`src/design/lpl_pkg.sv`:
```
package lpl_pkg;

  localparam int DIST_W   = 24;
  localparam int POS_W    = 5;
  localparam int LOG_FRAC = 16;
  localparam int LOG_W    = POS_W + LOG_FRAC;

  localparam int EXP_W  = 12;
  localparam int LOSS_W = 16;
  localparam int PWR_W  = 16;
  localparam int RX_W   = 20;
  localparam int BASE_W = 18;
  localparam int DIFF_W = LOG_W;
  localparam int T_W    = EXP_W + DIFF_W;
  localparam int K_W    = 18;
  localparam int PROD_W = T_W + K_W;
  localparam int SUM_W  = PROD_W + 1;
  localparam int PL_W   = SUM_W - 2 * LOG_FRAC;
  localparam int ACC_W  = 22;

  localparam int NSTAGE = 8;

  localparam logic [K_W-1:0] TEN_LOG10_2 = 18'd197283;

  localparam int RX_MAX = 524287;
  localparam int RX_MIN = -524288;

  localparam logic [EXP_W-1:0]  EXP_RESET  = 12'd768;
  localparam logic [DIST_W-1:0] DIST_RESET = 24'd256;
  localparam logic [LOSS_W-1:0] LOSS_RESET = 16'd11949;

  typedef enum logic [1:0] {
    CFG_EXPONENT = 2'd0,
    CFG_REF_DIST = 2'd1,
    CFG_REF_LOSS = 2'd2
  } cfg_idx_t;

  typedef struct packed {
    logic                     near;
    logic signed [BASE_W-1:0] base;
    logic signed [PWR_W-1:0]  shadow;
  } side_t;

endpackage

```
`src/design/lpl_log2.sv`:
```
module lpl_log2
  import lpl_pkg::*;
#(
  parameter int LOG_TABLE_ENTRIES = 64
) (
  input  logic              clk,
  input  logic              en,
  input  logic [DIST_W-1:0] x,
  output logic [LOG_W-1:0]  log_val
);

  localparam int IDX_W = $clog2(LOG_TABLE_ENTRIES);
  localparam int MUL_W = DIST_W + $clog2(LOG_TABLE_ENTRIES + 1);

  function automatic logic [LOG_FRAC-1:0] rom_entry(input int unsigned i);
    longint unsigned m;
    logic [LOG_FRAC-1:0] y;
    m = (64'd1 << 30) + ((longint'(i) << 30) / LOG_TABLE_ENTRIES);
    y = '0;
    for (int k = 1; k <= LOG_FRAC; k++) begin
      m = (m * m) >> 30;
      if (m >= (64'd1 << 31)) begin
        m = m >> 1;
        y[LOG_FRAC-k] = 1'b1;
      end
    end
    return y;
  endfunction

  logic [LOG_FRAC-1:0] rom [LOG_TABLE_ENTRIES];

  for (genvar g = 0; g < LOG_TABLE_ENTRIES; g++) begin : g_rom
    assign rom[g] = rom_entry(g);
  end

  // leading one
  logic [POS_W-1:0] pos;
  always_comb begin
    pos = '0;
    for (int b = 0; b < DIST_W; b++) begin
      if (x[b]) pos = POS_W'(b);
    end
  end

  logic [DIST_W-1:0] x_a_r;
  logic [POS_W-1:0]  p_a_r;

  always_ff @(posedge clk) begin
    if (en) begin
      x_a_r <= x;
      p_a_r <= pos;
    end
  end

  // mantissa index
  logic [DIST_W-1:0] frac;
  logic [MUL_W-1:0]  scaled;
  logic [MUL_W-1:0]  shifted;
  logic [IDX_W-1:0]  idx_nxt;

  always_comb begin
    frac    = x_a_r - (DIST_W'(1) << p_a_r);
    scaled  = MUL_W'(frac) * MUL_W'(LOG_TABLE_ENTRIES);
    shifted = scaled >> p_a_r;
    if (shifted >= MUL_W'(LOG_TABLE_ENTRIES)) begin
      idx_nxt = IDX_W'(LOG_TABLE_ENTRIES - 1);
    end else begin
      idx_nxt = shifted[IDX_W-1:0];
    end
  end

  logic [POS_W-1:0] p_b_r;
  logic [IDX_W-1:0] idx_b_r;

  always_ff @(posedge clk) begin
    if (en) begin
      p_b_r   <= p_a_r;
      idx_b_r <= idx_nxt;
    end
  end

  logic [LOG_W-1:0] log_r;

  always_ff @(posedge clk) begin
    if (en) begin
      log_r <= {p_b_r, rom[idx_b_r]};
    end
  end

  assign log_val = log_r;

endmodule

```
`src/design/log_distance_path_loss.sv`:
```
// Log-distance path loss with shadowing: one transaction is accepted per clock while in_stall is
// low; throughput is one item per cycle when the output does not stall, set by an eight-stage
// pipeline (input capture, three log2 stages per distance, log difference, exponent multiply,
// constant multiply, and a final round, add and clamp into the output register). A stall on
// the output while a result waits freezes every stage at once, so nothing is lost or repeated.
// Configuration registers are read by items in flight and should be written only while the
// pipeline is empty.
module log_distance_path_loss
  import lpl_pkg::*;
#(
  parameter int LOG_TABLE_ENTRIES = 64
) (
  input  logic                    clk,
  input  logic                    rst_n,
  input  logic                    cfg_we,
  input  logic [1:0]              cfg_index,
  input  logic [DIST_W-1:0]       cfg_data,
  input  logic                    in_valid,
  output logic                    in_stall,
  input  logic signed [PWR_W-1:0] in_tx_power,
  input  logic [DIST_W-1:0]       in_link_distance,
  input  logic signed [PWR_W-1:0] in_shadow_sample,
  output logic                    out_valid,
  input  logic                    out_stall,
  output logic signed [RX_W-1:0]  out_rx_power,
  output logic                    out_near_field,
  output logic                    out_saturated
);

  localparam logic signed [ACC_W-1:0] ACC_HI = ACC_W'(RX_MAX);
  localparam logic signed [ACC_W-1:0] ACC_LO = ACC_W'(RX_MIN);

  // configuration
  logic [EXP_W-1:0]  exp_r;
  logic [DIST_W-1:0] ref_dist_r;
  logic [LOSS_W-1:0] ref_loss_r;

  always_ff @(posedge clk) begin
    if (!rst_n) begin
      exp_r      <= EXP_RESET;
      ref_dist_r <= DIST_RESET;
      ref_loss_r <= LOSS_RESET;
    end else if (cfg_we) begin
      unique case (cfg_idx_t'(cfg_index))
        CFG_EXPONENT: exp_r      <= cfg_data[EXP_W-1:0];
        CFG_REF_DIST: ref_dist_r <= cfg_data;
        CFG_REF_LOSS: ref_loss_r <= cfg_data[LOSS_W-1:0];
        default: ;
      endcase
    end
  end

  // pipeline control
  logic              en;
  logic [NSTAGE-1:0] vld_r;

  assign en       = !vld_r[NSTAGE-1] || !out_stall;
  assign in_stall = !en;

  always_ff @(posedge clk) begin
    if (!rst_n) begin
      vld_r <= '0;
    end else if (en) begin
      vld_r <= {vld_r[NSTAGE-2:0], in_valid};
    end
  end

  // stage 1: reference select, near test, base power
  logic [DIST_W-1:0] d0;
  side_t             side_in;

  always_comb begin
    d0             = (ref_dist_r == '0) ? DIST_W'(1) : ref_dist_r;
    side_in.near   = (in_link_distance <= d0);
    side_in.base   = BASE_W'(in_tx_power) - $signed({2'b00, ref_loss_r});
    side_in.shadow = in_shadow_sample;
  end

  logic [DIST_W-1:0] d_r;
  logic [DIST_W-1:0] d0_r;
  side_t             side_r [1:7];

  always_ff @(posedge clk) begin
    if (en) begin
      d_r       <= in_link_distance;
      d0_r      <= d0;
      side_r[1] <= side_in;
      for (int s = 2; s <= 7; s++) begin
        side_r[s] <= side_r[s-1];
      end
    end
  end

  // stages 2 to 4: log2 of both distances
  logic [LOG_W-1:0] log_d;
  logic [LOG_W-1:0] log_d0;

  lpl_log2 #(
    .LOG_TABLE_ENTRIES(LOG_TABLE_ENTRIES)
  ) u_log_d (
    .clk    (clk),
    .en     (en),
    .x      (d_r),
    .log_val(log_d)
  );

  lpl_log2 #(
    .LOG_TABLE_ENTRIES(LOG_TABLE_ENTRIES)
  ) u_log_d0 (
    .clk    (clk),
    .en     (en),
    .x      (d0_r),
    .log_val(log_d0)
  );

  // stages 5 to 7: difference and two multiplies
  logic [DIFF_W-1:0] diff_r;
  logic [T_W-1:0]    t_r;
  logic [PROD_W-1:0] prod_r;

  always_ff @(posedge clk) begin
    if (en) begin
      diff_r <= log_d - log_d0;
      t_r    <= T_W'(exp_r) * T_W'(diff_r);
      prod_r <= PROD_W'(t_r) * PROD_W'(TEN_LOG10_2);
    end
  end

  // stage 8: round, combine, clamp
  logic [SUM_W-1:0]        rnd;
  logic [PL_W-1:0]         pl;
  logic signed [ACC_W-1:0] base_x;
  logic signed [ACC_W-1:0] shadow_x;
  logic signed [ACC_W-1:0] acc;
  logic [RX_W-1:0]         rx_nxt;
  logic                    sat_nxt;

  always_comb begin
    rnd      = SUM_W'(prod_r) + (SUM_W'(1) << (2 * LOG_FRAC - 1));
    pl       = rnd[SUM_W-1:2*LOG_FRAC];
    base_x   = ACC_W'(side_r[7].base);
    shadow_x = ACC_W'(side_r[7].shadow);
    if (side_r[7].near) begin
      acc = base_x;
    end else begin
      acc = base_x - $signed({{(ACC_W-PL_W){1'b0}}, pl}) + shadow_x;
    end
    sat_nxt = 1'b0;
    if (acc > ACC_HI) begin
      rx_nxt  = ACC_HI[RX_W-1:0];
      sat_nxt = 1'b1;
    end else if (acc < ACC_LO) begin
      rx_nxt  = ACC_LO[RX_W-1:0];
      sat_nxt = 1'b1;
    end else begin
      rx_nxt = acc[RX_W-1:0];
    end
  end

  logic [RX_W-1:0] rx_r;
  logic            near_r;
  logic            sat_r;

  always_ff @(posedge clk) begin
    if (en) begin
      rx_r   <= rx_nxt;
      near_r <= side_r[7].near;
      sat_r  <= sat_nxt;
    end
  end

  assign out_valid      = vld_r[NSTAGE-1];
  assign out_rx_power   = $signed(rx_r);
  assign out_near_field = near_r;
  assign out_saturated  = sat_r;

endmodule

```
`config.mk`:
```
export PLATFORM = sky130hd
export DESIGN_NAME = log_distance_path_loss
export DESIGN_NICKNAME = d
export VERILOG_FILES = /design/src/design/lpl_pkg.sv /design/src/design/lpl_log2.sv /design/src/design/log_distance_path_loss.sv
export SDC_FILE = /design/constraint.sdc
export NUM_CORES = 2
export LEC_CHECK = 0
export BUFFER_PORTS_ARGS = -buffer_cell sky130_fd_sc_hd__clkbuf_2
export CORE_ASPECT_RATIO = 0.6
export CORE_UTILIZATION = 30
export DETAILED_ROUTE_END_ITERATION = 12
export GPL_ROUTABILITY_DRIVEN = 1
export GPL_TIMING_DRIVEN = 0
export PLACE_DENSITY = 0.5
export SLEW_MARGIN = 15
export SYNTH_ARGS = -nofsm -noshare
export SYNTH_HDL_FRONTEND = slang
export SYNTH_SLANG_ARGS = --single-unit
```
`constraint.sdc`:
```
create_clock -name clk -period 32.3 [get_ports clk]
set_clock_uncertainty 0.1 [all_clocks]
set_input_delay 6.46 -clock clk [delete_from_list [all_inputs] [get_ports clk]]
set_output_delay 6.46 -clock clk [all_outputs]
set_load 0.02 [all_outputs]
```
# Yosys cells after proc, flatten, opt, wreduce, memory -nomap -nowiden
# Memories as Yosys holds them, arrays and structs flattened. A register that Yosys moved wholly into a read port is not among the register bits.
# Cells that the tools add are included.
op_classes:
  n_lt_le_gt_ge: 7
  reduce_logical: 15
  add_sub_neg: 7
  n_mux: 54
  n_mul: 2
  bitwise_logic: 2
  shifts: 4
  n_eq_ne: 2
op_table:
  columns: ["cell", "n"]
  rows:
  - ["$mux W16", 4]
  - ["$mux W4", 16]
  - ["$ge A31 B7 Y1 const B", 2]
  - ["$shr A30 B5 Y31", 2]
  - ["$add A51 B32 Y52 const B", 1]
  - ["$mul A33 B18 Y51 const B", 1]
  - ["$mux W3", 16]
  - ["$shl A1 B5 Y24 const A", 2]
  - ["$sub A24 B24 Y24", 2]
  - ["$mul A12 B21 Y33", 1]
  - ["$le A24 B24 Y1", 1]
  - ["$logic_not A24 Y1", 1]
  - ["$mux W24", 1]
  - ["$add A22 B16 Y22", 1]
  - ["$gt A22 B20 Y1 const B", 1]
  - ["$lt A22 B20 Y1 const B", 1]
  - ["$mux W22", 1]
  - ["$sub A18 B21 Y22", 1]
  - ["$sub A21 B21 Y21", 1]
  - ["$mux W20", 1]
  - ["$sub A16 B17 Y18", 1]
  - ["$mux W2", 8]
  - ["$reduce_or A8 Y1", 2]
  - ["$ge A7 B7 Y1 const B", 2]
  - ["other kinds (10)", 23]
word_totals:
  n_memories: 3
  regBits: 357
  out_inout_bits: 24
  rom_bits: 2048
  mem_bits_rw: 245
  inputBits: 87
  wordCells: 124
memory_table:
  columns: ["name", "depth", "word_bits", "rd", "rd_clocked_by_memory_dff", "write_ports", "line", "text"]
  rows:
  - ["(name not given)", 64, 16, 1, 1, 0, "lpl_log2.sv:86", "log_r <= {p_b_r, rom[idx_b_r]};"]
  - ["(name not given)", 64, 16, 1, 1, 0, "lpl_log2.sv:86", null]
  - ["side_r", 7, 35, 7, 0, 7, "log_distance_path_loss.sv:81", "side_t side_r [1:7];"]

# Longest topological paths before layout
depth:
  depth_word: 22
  depth_mapped: 25
  depth_no_buf: 24

# Cells and area by module
# A second synthesis with hierarchy kept.
unflattened:
  cells_unflattened: 4916
  hier_area_um2: 48411.4
modules_own_cells:
  columns: ["module", "seq_area_each_um2", "area_per_inst_um2", "cells_each", "n_inst"]
  rows:
  - ["log_distance_path_loss", 12882.4, 33784.9, 2992, 1]
  - ["lpl_log2", 1831.8, 7313.3, 962, 2]

# Worst setup path after synthesis
# Ideal clock, no wire load.
synth_path:
  path_type: "in2out"
  from: "input out_stall"
  to: "output in_stall"
  path_slack_ns: 4.081
  stages: 2
  n_path_buf: 0
  t_arrival_ns: 21.659
  t_required_ns: 25.740
  cell_sequence: "nand2_1 clkinv_1"
synth_via:
  elab_chain_len: 3
synth_lines:
  columns: ["element", "line", "text"]
  rows:
  - ["from (decl)", "log_distance_path_loss.sv:24", "input logic out_stall,"]
  - ["$logic_not A1 Y1", "log_distance_path_loss.sv:57", "assign en = !vld_r[NSTAGE-1] || !out_stall;"]
  - ["$logic_or A1 B1 Y1", "log_distance_path_loss.sv:57", null]
  - ["$logic_not A1 Y1", "log_distance_path_loss.sv:58", "assign in_stall = !en;"]
  - ["to (decl)", "log_distance_path_loss.sv:19", "output logic in_stall,"]
# Every way passes these cells.

# Worst setup path after layout
# Ends and elaborated chain as after synthesis.

==> results by group <==
Detailed routing
  – Routed vias: between 30000 and 40000
  – WL final: approximately 130000 um
  – Routed WL per cell: 19.35 um
  – Vias per std cell: roughly 5.0
  – DRT Pass-1 Iters: 6
  – Drt drc: 0
  – Final ANT Viol Nets: 0
  – DR iter-0 viols: 3021

Synth
  – Async SR Flop Fraction: 0
  – Syn Nets: 5539
  – Synth cell count leaders: 624 x inv_1, 552 x nand2_1, 511 x edfxtp_1
  – Register area share after synthesis: 0.3517
  – Number of synthesized flops with an enable pin: approximately 510
  – Post-Syn Area: 47050 um2
  – #FFs+latches synth: 571
  – Syn. warnings: 0
  – Avg Inst Size Synth: 10.14 um2
  – Gate Count Post-Synth: approximately 4600
  – Post-synth top area cell: edfxtp_1
  – Synth top area share: 0.3262
  – Netlist cell types: 110
  – Most used DFF post-synth: edfxtp_1
  – Most numerous cell in the Yosys netlist: inv_1
  – Top cells by area, synth: edfxtp_1 33%, fa_1 15%, ha_1 12%

Worst setup path
  – Worst-path maximum fanout: between 50 and 60
  – Startpoint types: input pin
  – R2r setup slk: 24.24 ns
  – RR Startpoint: t_r[11]$_DFFE_PN_
  – Crit. End Element: output port
  – Worst path required time: 25.74 ns
  – Critical path start-end classification: in -> out
  – Worst EP arrival: a little under 8 ns
  – Crit-path leading delay family: buffers and inverters
  – Length in cells of the worst reg-to-reg path: 21
  – Cell Chain, Critical Path: clkbuf_2 > nand2_4 > clkinv_1 > clkbuf_2
  – CP max stage cell: nand2_4
  – Worst path bufs/invs: 3
  – Worst stage delay on the critical path: about 0.59 ns
  – CP dominant cell by count: clkbuf_2
  – RR Endpoint: prod_r[50]$_DFFE_PN_

Die
  – Die area: 158500 um2
  – Core Footprint: 155500 um2
  – IO Count: ~110
  – Num rows: ~110
  – Die span in y: a little over 300 um
  – Die Span X: 513.2 um
  – Initial Utilization: 0.3025

Clocking
  – CTS Buf Count: 54
  – Maximum buffer depth of the clock tree: 3
  – CTS hold repair buffers: 0
  – CTS tree: built
  – Setup Buffers After CTS: 0
  – CTS clk-pin slew, worst paths: ~0.07 ns
  – Num Clock Sinks: 571
  – H-tree levels: 2
  – Clock Latency Late Sink: 0.67 ns
  – CTS resizes: 0
  – Clock root cell: clkbuf_16

STA
  – Slew HR: 0.2830
  – Fin crit share: 0.4478
  – RSZ-0062 raised after global routing: false
  – Final setup fails: 0
  – Fmax: between 0.06 and 0.07 GHz
  – Sum Neg Setup Slack: 0 ns
  – Final Critical Period: 14.46 ns
  – Slew @ Worst Pin: around 1.1 ns
  – Fin. max-slew vios: 0
  – Hold violation count in the final report: 0

Layout
  – Layout cells sized above 1: 0.06631
  – Layout net count: between 5000 and 6000
  – Post-route design area: 52260 um2
  – Fillers: about 16000
  – Layout area overhead: 11.08%

Global routing
  – Initial antenna violation count: 12
  – Largest net degree at the start of global routing: 62
  – Vias in the first global route: roughly 33000
  – Global-route wire length before repair: a little over 200000 um
  – Total track usage: 0.1676
  – Gr ovfl total: 0

Job
  – Max_cap viols: 0

Placed design
  – Port Buffer Count: 109
  – Placed cell area: just over 50000 um2
  – DP HPWL: approximately 110000 um
  – RePlAce Congestion: 0.9009

Worst hold path
  – Hold endpoint: side_r[0][276]$_DFFE_PN_
  – Hold_sp: side_r[0][241]$_DFFE_PN_
  – Tightest Hold Check Type: reg -> reg
  – Worst hold path cell count: 0

Outcome
  – Outcome: finished clean
[placed cells by master (no fill, tap or decap), types with 110 or more instances in the layout]
cell,count
ha_1,467
clkbuf_2,110
clkbuf_1,186
and2_1,113
nor2_1,204
fa_1,345
edfxtp_1,511
a21oi_1,202
o21ai_0,207
inv_1,624
nand2_1,551
[kinds of logic (layout without fill, tap and decap cells)]
group | Yosys count | count (layout) | synth area share
simple gates | 1247 | 1247 | 0.1233
compound gates | 931 | 931 | 0.1333
buf+inv | 857 | 1073 | 0.06994
fa+ha+maj | 812 | 812 | 0.2710
flops | 571 | 571 | 0.3517
xor+xnor | 135 | 135 | 0.02529
mux | 87 | 87 | 0.02553
other cells | 0 | 4 | 0
[area by class of cell]
class	count	area [um2]	area share
clock inverters	33	442.9	0.008475
diodes	4	10.01	0.0001915
clock buffers	65	1393	0.02665
multi-input cells	3212	27220	0.5210
well taps	2052	2567	0.04913
repair buffers	118	785.8	0.01504
plain buffers	220	899.6	0.01721
flip-flops and latches	571	16550	0.3166
inverters	637	2391	0.04575
[metrics by stage]
| step | utilization | cells | hold slack (ns) | setup slack [ns] |
|---|---|---|---|---|
| global placement | 0.3225 | 6801 | 0.3011 | -2.924 |
| CTS | 0.3359 | 6908 | 0.2943 | 17.80 |
| detailed placement | 0.3241 | 6810 | 0.3045 | 17.81 |
| finish | 0.3360 | 6912 | 0.3014 | 17.84 |
| global route | 0.3359 | 6910 | 0.3142 | 17.70 |
| floorplan | - | 4640 | 0.3003 | 4.081 |
[flip-flops by register name (all words and copies together), names as in the netlist, 24 cells and up]
register        cells
side_r            245
ref_dist_r         24
d0_r               24
u_log_d.x_a_r      24
u_log_d0.x_a_r     24
t_r                33
d_r                24
[per-layer routing]
layer / GRT usage / part of all wire / up-vias
met4: 0.03068 / 0.018 / 0
met3: 0.03296 / 0.073 / 118
li1: - / - / 16450
met1: 0.2720 / 0.53 / 16830
met2: 0.2236 / 0.38 / 1115
met5: 0 / 0 / -
[worst max-delay path by stage]
stage / start / to / slack [ns] / depth (start not counted)
floorplan: out_stall / in_stall / 4.08 / 2
global placement: out_stall / in_stall / -2.92 / 4
detailed placement: out_stall / in_stall / 17.81 / 4
CTS: out_stall / in_stall / 17.80 / 4
global route: out_stall / in_stall / 17.70 / 4
finish: out_stall / in_stall / 17.84 / 4
Power is not shown: default switching activity piles up to over one toggle a cycle in this logic, so the estimate is an artifact.
